$ cat src/sv/tcw_pkg.sv
// tcw_pkg: shared sizes, codes and the command type of the text console writer
// depends on nothing; imported by every module of the block
package tcw_pkg;

  localparam int COLUMNS   = 80;
  localparam int ROWS      = 25;
  localparam int CELLS     = ROWS * COLUMNS;
  localparam int COL_W     = 7;
  localparam int ROW_W     = 5;
  localparam int ADDR_W    = $clog2(CELLS);
  localparam int Q_DEPTH   = 4;
  localparam int Q_PTR_W   = $clog2(Q_DEPTH);

  localparam logic [15:0] BLANK_CELL = 16'h0700;
  localparam logic [7:0]  ATTR_RESET = 8'h07;

  localparam logic FUNC_PUT  = 1'b0;
  localparam logic FUNC_READ = 1'b1;

  localparam logic [7:0] CH_BS    = 8'd8;
  localparam logic [7:0] CH_TAB   = 8'd9;
  localparam logic [7:0] CH_LF    = 8'd10;
  localparam logic [7:0] CH_CR    = 8'd13;
  localparam logic [7:0] CH_SPACE = 8'd32;

  typedef struct packed {
    logic              do_write;
    logic [ADDR_W-1:0] waddr;
    logic [15:0]       wdata;
    logic              do_clear;
    logic [ADDR_W-1:0] clr_base;
    logic              do_read;
    logic [ADDR_W-1:0] raddr;
    logic [COL_W-1:0]  cursor_col;
    logic [ROW_W-1:0]  cursor_row;
  } cmd_t;

  typedef struct packed {
    logic full;
    logic empty;
  } q_stat_t;

  typedef enum logic [1:0] {
    B_INIT,
    B_IDLE,
    B_CLEAR,
    B_READ
  } b_state_t;

endpackage

$ cat src/sv/tcw_queue.sv
// tcw_queue: short command queue between front and back
// depends on tcw_pkg
module tcw_queue (
  input  logic              clk,
  input  logic              rst_n,
  input  logic              push,
  input  tcw_pkg::cmd_t     push_cmd,
  input  logic              pop,
  output tcw_pkg::cmd_t     head_cmd,
  output tcw_pkg::q_stat_t  stat
);
  import tcw_pkg::*;

  cmd_t               slot_r [Q_DEPTH];
  logic [Q_PTR_W-1:0] wr_ptr_r;
  logic [Q_PTR_W-1:0] rd_ptr_r;
  logic [Q_PTR_W:0]   count_r;

  assign head_cmd   = slot_r[rd_ptr_r];
  assign stat.full  = (count_r == (Q_PTR_W+1)'(Q_DEPTH));
  assign stat.empty = (count_r == '0);

  always_ff @(posedge clk) begin
    if (push) slot_r[wr_ptr_r] <= push_cmd;
  end

  always_ff @(posedge clk) begin
    if (!rst_n) begin
      wr_ptr_r <= '0;
      rd_ptr_r <= '0;
      count_r  <= '0;
    end else begin
      if (push) wr_ptr_r <= wr_ptr_r + 1'b1;
      if (pop)  rd_ptr_r <= rd_ptr_r + 1'b1;
      case ({push, pop})
        2'b10:   count_r <= count_r + 1'b1;
        2'b01:   count_r <= count_r - 1'b1;
        default: count_r <= count_r;
      endcase
    end
  end

endmodule

$ cat config.mk
export PLATFORM = sky130hd
export DESIGN_NAME = tcw_queue
export DESIGN_NICKNAME = d
export VERILOG_FILES = /design/src/sv/tcw_pkg.sv /design/src/sv/tcw_queue.sv
export SDC_FILE = /design/constraint.sdc
export NUM_CORES = 1
export LEC_CHECK = 0
export BUFFER_PORTS_ARGS = -buffer_cell sky130_fd_sc_hd__buf_2
export CORE_MARGIN = 4
export CORE_UTILIZATION = 50
export CTS_CLUSTER_SIZE = 24
export DETAILED_ROUTE_END_ITERATION = 10
export PLACE_DENSITY = 0.79
export SKIP_CTS_REPAIR_TIMING = 1
export SKIP_LAST_GASP = 1
export SYNTH_ARGS = -nofsm -noshare
export SYNTH_HDL_FRONTEND = slang
export SYNTH_SLANG_ARGS = --single-unit
$ cat constraint.sdc
create_clock -name clk -period 2.9 [get_ports clk]
set_input_delay 0.58 -clock clk [delete_from_list [all_inputs] [get_ports clk]]
set_output_delay 0.58 -clock clk [all_outputs]
set_load 0.01 [all_outputs]
==> impl_metrics.env, run 1 <==
export IMPL_tightestPinTransition_ns=0.553
export IMPL_hpwl_mm=10.6
export IMPL_design_area_mm2=0.0117
export IMPL_skew_ns=0.0133
export IMPL_die_h_um=148
export IMPL_fin_cells=819
export IMPL_htreeDepth=1
export IMPL_start_kind="flop"
export IMPL_gp_congestion=0.756
export IMPL_synth_cell_types=22
export IMPL_crit_type="reg -> out"
export IMPL_slew_violations=0
export IMPL_finalWorstSetupSlack_ns=0.252
export IMPL_avgRoutedWirePerCell_um=21.0
export IMPL_antenna_found_initial=4
export IMPL_syn2layout_area_growth_pct=19.6
export IMPL_clock_sinks=265
export IMPL_cts_tree="done"
export IMPL_synth_top_area_share_pct=78.8
export IMPL_cp_cell_sequence="buf_12 > mux4_1 > buf_2"
export IMPL_cts_root_buf="clkbuf_16"
export IMPL_place_area_mm2=0.0108
export IMPL_p_leak_nw=3.96
export IMPL_reg2reg_from="wr_ptr_r[0]"
export IMPL_vias=4346
export IMPL_antenna_cells=0
export IMPL_status="finished, final reports clean"
export IMPL_synth_largest_area_cell="edfxtp_1"
export IMPL_dp_cells=767
export IMPL_clkPwrFrac_pct=39.7
export IMPL_cts_inserted_buffers=28
export IMPL_wl_mm=17.2
export IMPL_port_buffers=133
export IMPL_seqPwrFrac_pct=51.3
export IMPL_syn_area_mm2=0.00976
export IMPL_start_util_pct=51.5
export IMPL_slowest_delay_ns=0.58
export IMPL_synthCells=380
export IMPL_fin_crit_ns=2.65
export IMPL_pwr_share_comb_pct=9.0
export IMPL_grt_pass1_wl_mm=27.3
export IMPL_drtAntennaViolNets=0
export IMPL_yosys_register_bits=265
export IMPL_p_per_area_mw_per_mm2=746
export IMPL_min_from="push_cmd[14]"
export IMPL_irDropWorstVdd_mv=0.512
export IMPL_synth_area_top_cells="edfxtp_1, mux4_2, dfxtp_1"
export IMPL_die_area_mm2=0.0218
export IMPL_cp_required_ns=2.32
export IMPL_drc=0
export IMPL_synthesis_nets=454
export IMPL_cp_arrival_ns=2.07
export IMPL_rsz0062_at_grt="false"
export IMPL_yosysSeqAreaShare_pct=80.6
export IMPL_fillers=1303
export IMPL_min_period_over_period_pct=91.3
export IMPL_crit_slowest_cell="mux4_1"
export IMPL_synth_warnings=0
export IMPL_io_pins=134
export IMPL_fmax_mhz=378
export IMPL_rows=50
export IMPL_final_common_cell="edfxtp_1"
export IMPL_syn_area_per_cell_um2=25.7
export IMPL_tns_ns=0
export IMPL_total_power_mw=8.70
export IMPL_slew_headroom_pct=63.2
export IMPL_cts_path_max_buffers=3
export IMPL_firstDrtPassIters=4
export IMPL_end_kind="primary output"
export IMPL_avgViaCountPerCell=5.31
export IMPL_initialDrtViolationCount=212
export IMPL_cp_max_fo=26
export IMPL_core_area_mm2=0.0190
export IMPL_grt_max_degree=43
export IMPL_final_cell_mix="edfxtp_1, buf_2, mux4_2"
export IMPL_clkTransAtPathRegs_ns=0.06
export IMPL_clk_latency_ns=0.52
export IMPL_switching_share_pct=21.0
export IMPL_dp_slack_ns=0.761
export IMPL_p_int_mw=6.87
export IMPL_gr_usage_all_layers_pct=16.1
export IMPL_first_global_vias=4893
export IMPL_nets=611
export IMPL_drv_cap=0
export IMPL_power_switching_mw=1.83
export IMPL_hold_path_class="in -> reg"
export IMPL_hold_viol=0
export IMPL_finalSetupViolCount=0
export IMPL_grt_overflow=0
export IMPL_fp_dieW_um=148
export IMPL_drive_above_1_share_pct=44.7
power groups by stage:
stage / Sequential, mW / Combinational (mW) / Clock [mW]
floorplan: 4.51 / 0.512 / 0
global placement: 4.53 / 0.784 / 0
detailed placement: 4.55 / 0.804 / 0
CTS: 4.47 / 0.807 / 3.54
global route: 4.48 / 0.856 / 3.73
finish: 4.47 / 0.782 / 3.45
cell usage after synthesis:
library cell	count
edfxtp_1	256
mux4_2	60
and2_1	10
dfxtp_1	9
buf_12	6
buf_2	6
inv_1	6
ha_1	5
mux4_1	4
xor2_1	3
nand2_1	2
o21ai_0	2
xnor2_1	2
a21boi_0	1
and3_1	1
buf_6	1
clkbuf_2	1
fa_1	1
mux2i_1	1
nor2b_1	1
nor3_1	1
or3_1	1
cell type report:
| type | count | area, µm² | area share [%] |
|---|---|---|---|
| repair buffers | 141 | 813 | 6.97 |
| well taps | 260 | 325 | 2.79 |
| flip-flops and latches | 265 | 7880 | 67.5 |
| clock buffers | 34 | 744 | 6.38 |
| clock inverters | 18 | 175 | 1.50 |
| inverters | 6 | 22.5 | 0.193 |
| multi-input cells | 95 | 1710 | 14.7 |
worst max-delay path: cells and delay by family, from the launching register on:
kind | cells | cell delay (ns)
DFF | 1 | 0.52
muxes | 1 | 0.58
buffers and inverters | 2 | 0.43
stage by stage:
stage | utilization [%] | hold slack [ns]
after floorplan | - | 0.473
after global placement | 56.7 | 0.483
after detailed placement | 56.7 | 0.507
after CTS | 61.6 | 0.247
after global routing | 61.6 | 0.255
final | 61.6 | 0.272
cell families after synthesis:
family / synth area share (%)
compound gates: 0.179
flops: 80.6
mux: 15.0
xor+xnor: 0.449
simple gates: 0.962
buf+inv: 1.94
fa+ha+maj: 0.846
routing by layer:
metal  vias to the layer above  global-route usage (%)  wire length [µm]
met2                       124                    27.8              8910
met5                         -                       0                62
met4                         8                    3.63               319
li1                       1932                       -                 -
met3                        37                    4.48              1130
met1                      2245                    20.6              6740
state kept, by name, summed over array words and instances (netlist names), named ones only:
register / cells
slot_r: 256
rd_ptr_r: 2
wr_ptr_r: 2
count_r: 3
final timing paths:
check / end / slack (ns) / depth (start not counted)
setup / recovery: head_cmd[47] / 0.25 / 3
setup reg to reg: slot_r[2][22] / 1.14 / 4
hold / removal: slot_r[0][14] / 0.27 / 1
hold reg to reg: count_r[2] / 0.52 / 2
Note: power is estimated with default switching activity, not from simulation.
==> run 2: changes to the inputs <==
--- a/config.mk
+++ b/config.mk
@@ -8,6 +8,7 @@
 export BUFFER_PORTS_ARGS = -buffer_cell sky130_fd_sc_hd__buf_2
 export CORE_MARGIN = 4
 export CORE_UTILIZATION = 50
+export CTS_BUF_LIST = sky130_fd_sc_hd__clkbuf_2 sky130_fd_sc_hd__clkbuf_4 sky130_fd_sc_hd__clkbuf_8
 export CTS_CLUSTER_SIZE = 24
 export DETAILED_ROUTE_END_ITERATION = 10
 export PLACE_DENSITY = 0.79
==> run 2 against run 1 <==
Effect of this change: first-iteration DRC count rose by 1.4%; cell count grew 2.2%; combinational power hardly changed; die area unchanged; clock skew fell by 0.0034 ns; fmax shrank 0.40%; total power is 6.8% lower; flip-flop and latch count did not move; via count rose by 1.2%; design area shrank 1.4%; count of clock-buffer cells in the layout rose by 23; critical path type unchanged; critical endpoint is now head_cmd[24]; largest power group unchanged; highest routed layer unchanged.
==> impl_metrics.env, run 2 (synthesized netlist as in run 1, its figures left out) <==
export IMPL_largest_register_ffs=256
export IMPL_r2r_end="slot_r[0][50]"
export IMPL_start_kind="flop"
export IMPL_design_area_mm2=0.0115
export IMPL_rows=50
export IMPL_crit_type="reg -> out"
export IMPL_fin_cells=837
export IMPL_p_leak_nw=3.92
export IMPL_grt_pass1_wl_mm=27.3
export IMPL_htreeDepth=2
export IMPL_cts_tree="done"
export IMPL_initialDrtViolationCount=215
export IMPL_final_core_util_pct=60.7
export IMPL_drv_cap=0
export IMPL_nets=625
export IMPL_tns_ns=0
export IMPL_avgRoutedWirePerCell_um=20.6
export IMPL_first_global_vias=4966
export IMPL_ff2ff_path_depth=4
export IMPL_total_power_mw=8.11
export IMPL_finalSetupViolCount=0
export IMPL_die_h_um=148
export IMPL_cts_root_buf="clkbuf_8"
export IMPL_wl_mm=17.2
export IMPL_die_area_mm2=0.0218
export IMPL_final_common_cell="edfxtp_1"
export IMPL_dp_slack_ns=0.761
export IMPL_slew_headroom_pct=63.7
export IMPL_port_buffers=133
export IMPL_skew_ns=0.00991
export IMPL_hold_viol=0
export IMPL_antenna_found_initial=4
export IMPL_start_util_pct=51.5
export IMPL_grt_max_degree=43
export IMPL_fillers=1312
export IMPL_hold_path_class="in -> reg"
export IMPL_holdPathEnd="slot_r[3][25]"
export IMPL_status="finished, final reports clean"
export IMPL_clk_latency_ns=0.52
export IMPL_firstDrtPassIters=4
export IMPL_hold_ws_ns=0.270
export IMPL_multiInputGateArea_mm2=0.00171
export IMPL_gr_usage_all_layers_pct=16.4
export IMPL_final_cell_mix="edfxtp_1, buf_2, mux4_2"
export IMPL_drtAntennaViolNets=0
export IMPL_slew_violations=0
export IMPL_core_area_mm2=0.0190
export IMPL_rsz0062_at_grt="false"
export IMPL_min_path_cells=1
export IMPL_p_per_area_mw_per_mm2=705
export IMPL_vias=4396
export IMPL_cp_max_fo=27
export IMPL_min_period_over_period_pct=91.7
export IMPL_cts_inserted_buffers=42
export IMPL_largest_register="slot_r"
export IMPL_finalWorstSetupSlack_ns=0.241
export IMPL_grt_overflow=0
export IMPL_tightestPinTransition_ns=0.545
export IMPL_fmax_mhz=376
export IMPL_place_area_mm2=0.0108
export IMPL_reg2reg_from="wr_ptr_r[0]"
export IMPL_min_from="push_cmd[25]"
export IMPL_avgViaCountPerCell=5.25
export IMPL_cts_path_max_buffers=3
export IMPL_dp_cells=767
export IMPL_hpwl_mm=10.6
export IMPL_drc=0
export IMPL_drive_above_1_share_pct=46.1
export IMPL_cp_arrival_ns=2.08
export IMPL_top_regs="slot_r: 256 flops, count_r: 3 flops"
export IMPL_io_pins=134
export IMPL_fin_crit_ns=2.66
export IMPL_r2r_slack_ns=1.18
export IMPL_gp_congestion=0.756
export IMPL_irDropWorstVdd_mv=0.451
export IMPL_end_kind="primary output"
export IMPL_syn2layout_area_growth_pct=17.9
export IMPL_cp_required_ns=2.32
export IMPL_final_seq_area_mm2=0.00788
export IMPL_fp_dieW_um=148
export IMPL_clock_sinks=265
export IMPL_antenna_cells=0
export IMPL_clkTransAtPathRegs_ns=0.06
[run 2: cell types whose count changed in the layout (fill, tap and decap cells not counted), moves of 3 or more]
| cell | delta |
|---|---|
| bufinv_16 | -3 |
| clkbuf_1 | -5 |
| clkbuf_16 | -29 |
| clkbuf_4 | +12 |
| clkbuf_8 | +45 |
| clkinv_1 | +7 |
| clkinv_2 | -4 |
| clkinvlp_4 | -3 |
[run 2: worst max-delay path by stage]
stage / startpoint / endpoint / slack (ns) / cells after the start
floorplan: push / slot_r[0][0] / 0.38 / 1
global placement: flop / head_cmd[57] / 0.77 / 3
detailed placement: flop / head_cmd[24] / 0.76 / 3
CTS: flop / head_cmd[24] / 0.17 / 3
global route: flop / head_cmd[57] / 0.12 / 3
finish: flop / head_cmd[24] / 0.24 / 3
[run 2: power by group]
| part | total, mW | internal, mW | switching [mW] |
|---|---|---|---|
| combinational | 0.785 | 0.380 | 0.405 |
| clock | 2.86 | 1.57 | 1.29 |
| sequential | 4.47 | 4.40 | 0.0726 |
| total | 8.11 | 6.34 | 1.77 |
[run 2: final cells by class]
cell class | instances | area share [%]
Timing Repair Buffer | 141 | 7.07
Tap cell | 260 | 2.83
Clock inverter | 13 | 0.446
Inverter | 6 | 0.196
Clock buffer | 57 | 6.16
Sequential cell | 265 | 68.4
Multi-Input combinational cell | 95 | 14.9
[run 2: critical path, cell delays in order, from the launching register on]
cell and delay, ns:
dfxtp_4 0.52, buf_12 0.29, mux4_2 0.57, buf_2 0.17
[run 2: layer usage]
layer  part of all wire [%]  track usage, %  up-vias  wire length (µm)
met5                   0.36               0        -                62
met4                    1.7            5.50        8               286
met3                    6.4            5.21       37              1100
met2                     51            27.5      137              8800
met1                     41            20.4     2255              6980
li1                       -               -     1959                 -
