==> config.mk <==
export PLATFORM = sky130hd
export DESIGN_NAME = tcw_front
export DESIGN_NICKNAME = d
export VERILOG_FILES = /design/src/sv/tcw_pkg.sv /design/src/sv/tcw_front.sv
export SDC_FILE = /design/constraint.sdc
export NUM_CORES = 1
export LEC_CHECK = 0
export BUFFER_PORTS_ARGS = -buffer_cell sky130_fd_sc_hd__buf_4
export CORE_UTILIZATION = 30
export DETAILED_ROUTE_END_ITERATION = 7
export GPL_ROUTABILITY_DRIVEN = 1
export HOLD_SLACK_MARGIN = 0.03
export REMOVE_ABC_BUFFERS = 1
export SLEW_MARGIN = 10
export SYNTH_ARGS = -nofsm -noshare
export SYNTH_HDL_FRONTEND = slang
export SYNTH_SLANG_ARGS = --single-unit
==> constraint.sdc <==
create_clock -name clk -period 15.1 [get_ports clk]
set_input_delay 1.51 -clock clk [delete_from_list [all_inputs] [get_ports clk]]
set_output_delay 1.51 -clock clk [all_outputs]
set_load 0.005 [all_outputs]
==> src/sv/tcw_pkg.sv <==
// tcw_pkg: shared sizes, codes and the command type of the text console writer
// depends on nothing; imported by every module of the block
package tcw_pkg;

  localparam int COLUMNS   = 80;
  localparam int ROWS      = 25;
  localparam int CELLS     = ROWS * COLUMNS;
  localparam int COL_W     = 7;
  localparam int ROW_W     = 5;
  localparam int ADDR_W    = $clog2(CELLS);
  localparam int Q_DEPTH   = 4;
  localparam int Q_PTR_W   = $clog2(Q_DEPTH);

  localparam logic [15:0] BLANK_CELL = 16'h0700;
  localparam logic [7:0]  ATTR_RESET = 8'h07;

  localparam logic FUNC_PUT  = 1'b0;
  localparam logic FUNC_READ = 1'b1;

  localparam logic [7:0] CH_BS    = 8'd8;
  localparam logic [7:0] CH_TAB   = 8'd9;
  localparam logic [7:0] CH_LF    = 8'd10;
  localparam logic [7:0] CH_CR    = 8'd13;
  localparam logic [7:0] CH_SPACE = 8'd32;

  typedef struct packed {
    logic              do_write;
    logic [ADDR_W-1:0] waddr;
    logic [15:0]       wdata;
    logic              do_clear;
    logic [ADDR_W-1:0] clr_base;
    logic              do_read;
    logic [ADDR_W-1:0] raddr;
    logic [COL_W-1:0]  cursor_col;
    logic [ROW_W-1:0]  cursor_row;
  } cmd_t;

  typedef struct packed {
    logic full;
    logic empty;
  } q_stat_t;

  typedef enum logic [1:0] {
    B_INIT,
    B_IDLE,
    B_CLEAR,
    B_READ
  } b_state_t;

endpackage

==> src/sv/tcw_front.sv <==
// tcw_front: takes items, tracks cursor, attribute and top row, builds commands
// depends on tcw_pkg
module tcw_front (
  input  logic                      clk,
  input  logic                      rst_n,
  input  logic                      accept,
  input  logic                      in_func,
  input  logic [7:0]                in_char_code,
  input  logic [4:0]                in_read_row,
  input  logic [6:0]                in_read_col,
  input  logic                      cfg_we,
  input  logic [7:0]                cfg_data,
  output tcw_pkg::cmd_t             cmd
);
  import tcw_pkg::*;

  logic [COL_W-1:0] cur_col_r, cur_col_nxt;
  logic [ROW_W-1:0] cur_row_r, cur_row_nxt;
  logic [ROW_W-1:0] top_r, top_nxt;
  logic [7:0]       attr_r;

  logic [COL_W:0]   col_n;
  logic [ROW_W:0]   row_n;
  logic [COL_W:0]   tab_col;
  logic [COL_W-1:0] wr_col;
  logic [ROW_W-1:0] wr_row;
  logic [7:0]       wr_char;
  logic             wr_en;
  logic             read_ok;

  // logical row to physical row of the circular screen
  function automatic logic [ROW_W-1:0] phys_row(input logic [ROW_W-1:0] top,
                                                input logic [ROW_W-1:0] r);
    logic [ROW_W:0] s;
    s = {1'b0, top} + {1'b0, r};
    if (s >= (ROW_W+1)'(ROWS)) s = s - (ROW_W+1)'(ROWS);
    return s[ROW_W-1:0];
  endfunction

  function automatic logic [ADDR_W-1:0] cell_addr(input logic [ROW_W-1:0] prow,
                                                  input logic [COL_W-1:0] col);
    return ADDR_W'(prow) * ADDR_W'(COLUMNS) + ADDR_W'(col);
  endfunction

  always_comb begin
    col_n   = {1'b0, cur_col_r};
    row_n   = {1'b0, cur_row_r};
    tab_col = ({1'b0, cur_col_r} | (COL_W+1)'(7)) + (COL_W+1)'(1);
    wr_en   = 1'b0;
    wr_col  = cur_col_r;
    wr_row  = cur_row_r;
    wr_char = in_char_code;
    unique case (in_char_code)
      CH_LF: begin
        col_n = '0;
        row_n = row_n + 1'b1;
      end
      CH_TAB: begin
        if (tab_col >= (COL_W+1)'(COLUMNS)) begin
          col_n = '0;
          row_n = row_n + 1'b1;
        end else begin
          col_n = tab_col;
        end
      end
      CH_CR: col_n = '0;
      CH_BS: begin
        if (cur_col_r != '0) begin
          col_n = col_n - 1'b1;
        end else if (cur_row_r != '0) begin
          col_n = (COL_W+1)'(COLUMNS - 1);
          row_n = row_n - 1'b1;
        end
        // the space goes where the cursor lands
        wr_en   = 1'b1;
        wr_col  = col_n[COL_W-1:0];
        wr_row  = row_n[ROW_W-1:0];
        wr_char = CH_SPACE;
      end
      default: begin
        wr_en = 1'b1;
        col_n = col_n + 1'b1;
        if (col_n >= (COL_W+1)'(COLUMNS)) begin
          col_n = '0;
          row_n = row_n + 1'b1;
        end
      end
    endcase

    read_ok = (in_read_row < ROW_W'(ROWS)) && (in_read_col < COL_W'(COLUMNS));

    cmd         = '0;
    cur_col_nxt = cur_col_r;
    cur_row_nxt = cur_row_r;
    top_nxt     = top_r;
    if (in_func == FUNC_PUT) begin
      cur_col_nxt  = col_n[COL_W-1:0];
      cur_row_nxt  = row_n[ROW_W-1:0];
      cmd.do_write = wr_en;
      cmd.waddr    = cell_addr(phys_row(top_r, wr_row), wr_col);
      cmd.wdata    = {attr_r, wr_char};
      // cursor fell off the bottom: old top row becomes the blank bottom row
      if (row_n > (ROW_W+1)'(ROWS - 1)) begin
        cur_row_nxt  = ROW_W'(ROWS - 1);
        cmd.do_clear = 1'b1;
        cmd.clr_base = cell_addr(top_r, '0);
        top_nxt      = (top_r == ROW_W'(ROWS - 1)) ? '0 : top_r + 1'b1;
      end
    end else begin
      cmd.do_read = read_ok;
      cmd.raddr   = cell_addr(phys_row(top_r, in_read_row), in_read_col);
    end
    cmd.cursor_col = cur_col_nxt;
    cmd.cursor_row = cur_row_nxt;
  end

  always_ff @(posedge clk) begin
    if (!rst_n) begin
      cur_col_r <= '0;
      cur_row_r <= '0;
      top_r     <= '0;
      attr_r    <= ATTR_RESET;
    end else begin
      if (accept) begin
        cur_col_r <= cur_col_nxt;
        cur_row_r <= cur_row_nxt;
        top_r     <= top_nxt;
      end
      if (cfg_we) attr_r <= cfg_data;
    end
  end

endmodule

==> results of run 1 <==
## cell usage in the layout, fill, tap and decap left out, drive strengths merged, types with 4 or more instances in the layout
master / n
a211o: 4
a211oi: 7
a21o: 11
a21oi: 27
a22o: 5
a311oi: 7
a31oi: 11
and2: 17
and3: 6
buf: 94
clkbuf: 4
conb: 4
dfxtp: 25
fa: 7
ha: 47
inv: 40
mux2: 4
mux2i: 19
nand2: 43
nand2b: 6
nand3: 18
nand4b: 5
nor2: 40
nor2b: 36
nor3: 14
nor3b: 5
nor4: 7
o211a: 4
o211ai: 4
o21a: 6
o21ai: 27
o21ba: 4
o22ai: 6
o41ai: 4
or2: 4
xnor2: 15
xor2: 11
## power breakdown
group / internal [uW] / total, uW / switching (uW)
sequential: 69.0 / 76.3 / 7.28
combinational: 54.9 / 115 / 60.2
clock: 36.2 / 62.3 / 26.1
total: 160 / 254 / 93.5
## worst max-delay path, stage by stage
cell and delay, ns:
buf_4 0.16, nor4b_1 0.45, and2_1 0.59, nand2_1 0.20, xnor2_1 0.23, ha_1 0.21
inv_1 0.06, fa_1 0.52, ha_1 0.25, nand2_1 0.08, o2111ai_1 0.13, nand3_1 0.23
inv_1 0.06, a31oi_1 0.17, xor2_1 0.24, ha_1 0.27, ha_1 0.21, inv_1 0.06
fa_1 0.44, or2_2 0.33, a21oi_1 0.13, nor2_1 0.07, a21oi_1 0.14, xor2_1 0.16
nor2_1 0.05, buf_4 0.16
## state kept, by name, summed over array words and instances (netlist names)
name and count:
cur_row_r 5, cur_col_r 7, top_r 5, attr_r 8
## layer usage
layer	global-route usage [%]	vias to the layer above	part of all wire, %	routed length, um
li1	-	2223	-	-
met1	21.9	2107	45	5660
met2	30.3	95	50	6350
met3	1.25	11	3.7	472
met4	3.66	0	1.1	140
met5	0	-	0	0
## final cells by class
type	count	area share, %
Sequential cell	25	9.63
Timing Repair Buffer	94	13.6
Inverter	41	2.96
Clock buffer	4	1.52
Tap cell	180	4.34
Multi-Input combinational cell	479	68.0
## kinds of logic after synthesis
group	count (synthesis)	share of synthesized area [%]
AOI/OAI and AO/OA	156	26.7
xor gates and xnor gates	26	5.23
adders and majority gates	54	16.7
buffers and inverters	83	7.62
DFF	25	11.5
muxes	23	5.41
other	1	0.0862
and+or+nand+nor	216	26.8
## path summary, 6_finish.rpt
kind                            cells past startpoint                         to  slack [ns]                      start
worst max-delay path                               26                    cmd[62]        6.49            in_char_code[2]
worst min-delay path                                2     attr_r[1]$_SDFFE_PN1P_        0.47     attr_r[1]$_SDFFE_PN1P_
worst max register to register                      9  cur_row_r[2]$_SDFFE_PN0P_       11.56  cur_col_r[3]$_SDFFE_PN0P_
worst min register to register                      2     attr_r[1]$_SDFFE_PN1P_        0.47     attr_r[1]$_SDFFE_PN1P_
## per-stage QoR
| step | power, uW | cell area, um^2 |
|---|---|---|
| 2_1_floorplan | 144 | 4190 |
| 3_3_place_gp | 191 | 5120 |
| 3_5_place_dp | 193 | 5120 |
| 4_1_cts | 257 | 5190 |
| 5_1_grt | 273 | 5190 |
| 6_report | 254 | 5190 |
==> results.py, run 1 <==
metrics = {
    "status": {
        "status": "finished, final reports clean",
    },
    "min_path": {
        "hold_path_class": "register to register",
    },
    "critical_path": {
        "crit_path_max_fanout": 16,
        "critPathKind": "primary input to primary output",
        "cp-start-kind": "primary input",
        "cp_data_required_time_ns": 13.59,
        "crit_arrival_ns": 7.10,
        "cp-end-kind": "primary output",
    },
    "logic_synthesis": {
        "avgSynthCellArea_um2": 7.45,
        "syn_inst": 584,
        "synth_edf_count": 0,
        "synth_warnings": 0,
        "synth_ff_type": "dfxtp_1",
        "synth_area_leaders": "ha_1, dfxtp_1, nor2b_1",
        "synthDistinctLibCells": 76,
        "async_flop_share_pct": 0,
        "ys_seq_area_share_pct": 11.5,
        "synth_area_leader_cell": "ha_1",
        "netlist_top_cells_count": "ha_1, nand2_1, inv_1, nor2_1, nor2b_1",
        "synth_area_um2": 4350,
        "yosysMostFrequentCell": "ha_1",
        "synth_seq_cells": 25,
        "synth_top_area_share_pct": 13.5,
    },
    "placement": {
        "dp_slack_ns": 6.52,
        "globalplace.congestion": 0.930,
        "placement.io_buffers": 92,
        "post-place-cells": 819,
        "place_hpwl_mm": 9.87,
    },
    "die": {
        "fp.dieH_um": 122,
        "floorplan.initialDensity_pct": 31.0,
        "rows": 43,
        "die-area_um2": 15000,
        "die_w_um": 122,
        "io_pins": 97,
        "design.core.area_um2": 14000,
    },
    "timing": {
        "finalHoldViolCount": 0,
        "skew_ns": 0.0109,
        "fmax_mhz": 116,
        "layout_setup_ws_ns": 6.49,
        "worstMarginPinSlew_ns": 0.733,
        "tns_ns": 0,
        "min_period_ns": 8.61,
        "slew_viol_final": 0,
        "max_slew_margin_pct": 51.2,
        "setup_viol_count_final": 0,
        "fin_hold_ws_ns": 0.469,
        "finalCritPeriodShare_pct": 57.0,
        "rsz0062_at_grt": "false",
    },
    "global_route": {
        "track_usage_pct": 16.9,
        "grt_pass1_vias": 4186,
        "antenna_found_initial": 0,
        "grt.overflow.total": 0,
        "grt_max_degree": 63,
        "grt_pass1_wl_mm": 20.5,
    },
    "detailed_routing": {
        "route.vias.total": 4436,
        "drt_iter0_markers": 280,
        "via_per_inst": 5.39,
        "drt_wl_total_mm": 12.6,
        "routedWlPerCell_um": 15.3,
        "dr.pass1.iters": 4,
        "drc_errors": 0,
        "ant_nets": 0,
    },
    "clocking": {
        "tritoncts": "built",
        "cts-buffers-inserted": 3,
        "hold_buffers": 0,
        "clock-sinks": 25,
        "cts_resized": 0,
        "cts-root-buf": "clkbuf_16",
        "clk_latency_ns": 0.27,
        "clock_path_buffers": 2,
        "htree_levels": 1,
        "cts_setup_buffers": 0,
        "path_clk_slew_ns": 0.06,
    },
    "run": {
        "cap_violations": 0,
    },
    "cells_and_area": {
        "n_fill_cell": 1469,
        "drive_gt1_share_pct": 19.3,
        "regArea_um2": 500,
        "multi_input_area_um2": 3530,
        "post-route-util_pct": 37.0,
        "syn2layout_area_growth_pct": 19.4,
        "final_cells": 823,
        "antenna_cells": 0,
        "fin_nets": 731,
    },
    "power": {
        "powerDensity_nw_per_um2": 48.8,
        "ir_drop_mv": 0.0344,
        "power.leakage_uw": 0.00232,
    },
}
Note: power is estimated with default switching activity, not from simulation.
==> inputs of run 2 (changes only) <==
==> constraint.sdc (replaced) <==
create_clock -name clk -period 8.3 [get_ports clk]
set_input_delay 0.83 -clock clk [delete_from_list [all_inputs] [get_ports clk]]
set_output_delay 0.83 -clock clk [all_outputs]
set_load 0.005 [all_outputs]
==> results.py, run 2 (synthesis results as in run 1) <==
metrics = {
    "placement": {
        "postPlaceCellArea_um2": 5120,
        "placement.io_buffers": 92,
        "place_hpwl_mm": 9.85,
        "globalplace.congestion": 0.925,
        "dp_slack_ns": 1.36,
    },
    "detailed_routing": {
        "drt_iter0_markers": 278,
        "drt_wl_total_mm": 12.7,
        "via_per_inst": 5.49,
        "drc_errors": 0,
        "routedWlPerCell_um": 15.4,
        "ant_nets": 0,
        "dr.pass1.iters": 5,
        "route.vias.total": 4520,
    },
    "timing": {
        "fmax_mhz": 139,
        "layout_setup_ws_ns": 1.13,
        "finalCritPeriodShare_pct": 86.4,
        "tns_ns": 0,
        "skew_ns": 0.00199,
        "min_period_ns": 7.17,
        "worstMarginPinSlew_ns": 0.728,
        "finalHoldViolCount": 0,
        "setup_viol_count_final": 0,
        "rsz0062_at_grt": "false",
        "slew_viol_final": 0,
        "max_slew_margin_pct": 51.1,
    },
    "status": {
        "status": "finished, final reports clean",
    },
    "clocking": {
        "cts-buffers-inserted": 3,
        "tritoncts": "built",
        "cts-root-buf": "clkbuf_16",
        "cts_setup_buffers": 0,
        "clk_latency_ns": 0.26,
        "clock-sinks": 25,
        "path_clk_slew_ns": 0.07,
        "clock_path_buffers": 2,
        "cts_resized": 0,
        "hold_buffers": 0,
        "htree_levels": 1,
    },
    "power": {
        "seqPwrFrac_pct": 30.0,
        "ir_drop_mv": 0.0731,
        "switchingPower_uw": 171,
        "combPwrFrac_pct": 45.3,
        "power.leakage_uw": 0.00233,
        "powerDensity_nw_per_um2": 88.9,
        "p_int_uw": 291,
        "netSwitchingFraction_pct": 37.0,
        "power.share.clock_pct": 24.6,
    },
    "min_path": {
        "hold_path_class": "register to register",
        "hold_end": "attr_r[1]$_SDFFE_PN1P_",
        "holdPathStages": 2,
        "min_from": "attr_r[1]$_SDFFE_PN1P_",
    },
    "cells_and_area": {
        "drive_gt1_share_pct": 19.4,
        "layout_commonest_cell": "buf_4",
        "fin_nets": 732,
        "n_fill_cell": 1471,
        "final_cell_mix": "buf_4, ha_1, nand2_1, nor2_1, inv_1",
        "design_area_um2": 5200,
        "largest_register_ffs": 8,
        "reg_top3": "attr_r x8, cur_col_r x7",
        "antenna_cells": 0,
        "top_register": "attr_r",
        "syn2layout_area_growth_pct": 19.6,
    },
    "run": {
        "cap_violations": 0,
    },
    "die": {
        "floorplan.initialDensity_pct": 31.0,
        "die-area_um2": 15000,
        "fp.dieH_um": 122,
        "die_w_um": 122,
        "io_pins": 97,
        "rows": 43,
        "design.core.area_um2": 14000,
    },
    "critical_path": {
        "crit_arrival_ns": 6.34,
        "crit_path_max_fanout": 14,
        "cp_data_required_time_ns": 7.47,
        "rrSetupSlack_ns": 4.78,
        "r2r_start": "cur_col_r[3]$_SDFFE_PN0P_",
        "critPathKind": "register to primary output",
        "cp-start-kind": "register",
        "r2r-end": "cur_row_r[1]$_SDFFE_PN0P_",
        "cp-end-kind": "primary output",
        "reg2regPathDepth": 9,
    },
    "global_route": {
        "antenna_found_initial": 0,
        "grt_max_degree": 63,
        "grt_pass1_vias": 4187,
        "grt.overflow.total": 0,
        "grt_pass1_wl_mm": 20.8,
        "track_usage_pct": 17.0,
    },
}
run 2: worst max path at each step:
stage	start	to	slack (ns)	depth (start not counted)
after floorplan	in_char_code[6]	cmd[62]	2.04	24
after global placement	in_char_code[2]	cmd[62]	1.56	26
after detailed placement	in_char_code[2]	cmd[62]	1.36	25
after CTS	cur_col_r[3]$_SDFFE_PN0P_	cmd[62]	1.17	26
after global routing	cur_col_r[3]$_SDFFE_PN0P_	cmd[62]	0.66	25
final	cur_col_r[3]$_SDFFE_PN0P_	cmd[62]	1.13	26
run 2: critical path, stage by stage (launching register included):
cell       delay [ns]
dfxtp_1          0.45
nor4_2           0.72
nand2_1          0.37
nor2_1           0.23
nand2_1          0.12
xnor2_1          0.17
ha_1             0.19
inv_1            0.06
fa_1             0.59
ha_1             0.20
nand2_1          0.09
o2111ai_1        0.27
nand3_1          0.22
inv_1            0.10
a31oi_1          0.05
xor2_1           0.23
ha_1             0.28
ha_1             0.21
inv_1            0.07
fa_1             0.44
or2_2            0.33
a21oi_1          0.12
nor2_1           0.06
a21oi_1          0.14
xor2_1           0.16
nor2_1           0.05
buf_4            0.16
run 2: power groups by stage:
stage / Clock [uW] / Combinational, uW / Sequential (uW)
global placement: 0 / 206 / 141
global route: 120 / 235 / 140
CTS: 117 / 211 / 138
detailed placement: 0 / 210 / 141
floorplan: 0 / 126 / 137
finish: 114 / 210 / 139
run 2: area by class of cell:
| class | instances | area (um^2) | share of cell area, % |
|---|---|---|---|
| clock buffers | 4 | 78.8 | 1.52 |
| flip-flops and latches | 25 | 500 | 9.62 |
| inverters | 41 | 154 | 2.96 |
| well taps | 180 | 225 | 4.33 |
| multi-input cells | 479 | 3530 | 67.9 |
| repair buffers | 95 | 713 | 13.7 |
run 2: per-stage QoR:
step	hold slack [ns]	total power, uW	util, %	std cells
global placement	0.448	347	36.5	820
global route	0.501	495	37.0	824
finish	0.478	462	37.0	824
CTS	0.482	466	37.0	824
detailed placement	0.462	351	36.5	820
floorplan	0.432	263	-	545
run 2: layer usage:
| layer | routed length (um) | GRT usage [%] | up-vias | part of all wire [%] |
|---|---|---|---|---|
| li1 | - | - | 2238 | - |
| met3 | 604 | 1.44 | 8 | 4.8 |
| met4 | 84 | 2.44 | 0 | 0.66 |
| met5 | 0 | 0 | - | 0 |
| met2 | 6380 | 29.9 | 129 | 50 |
| met1 | 5640 | 22.8 | 2145 | 44 |
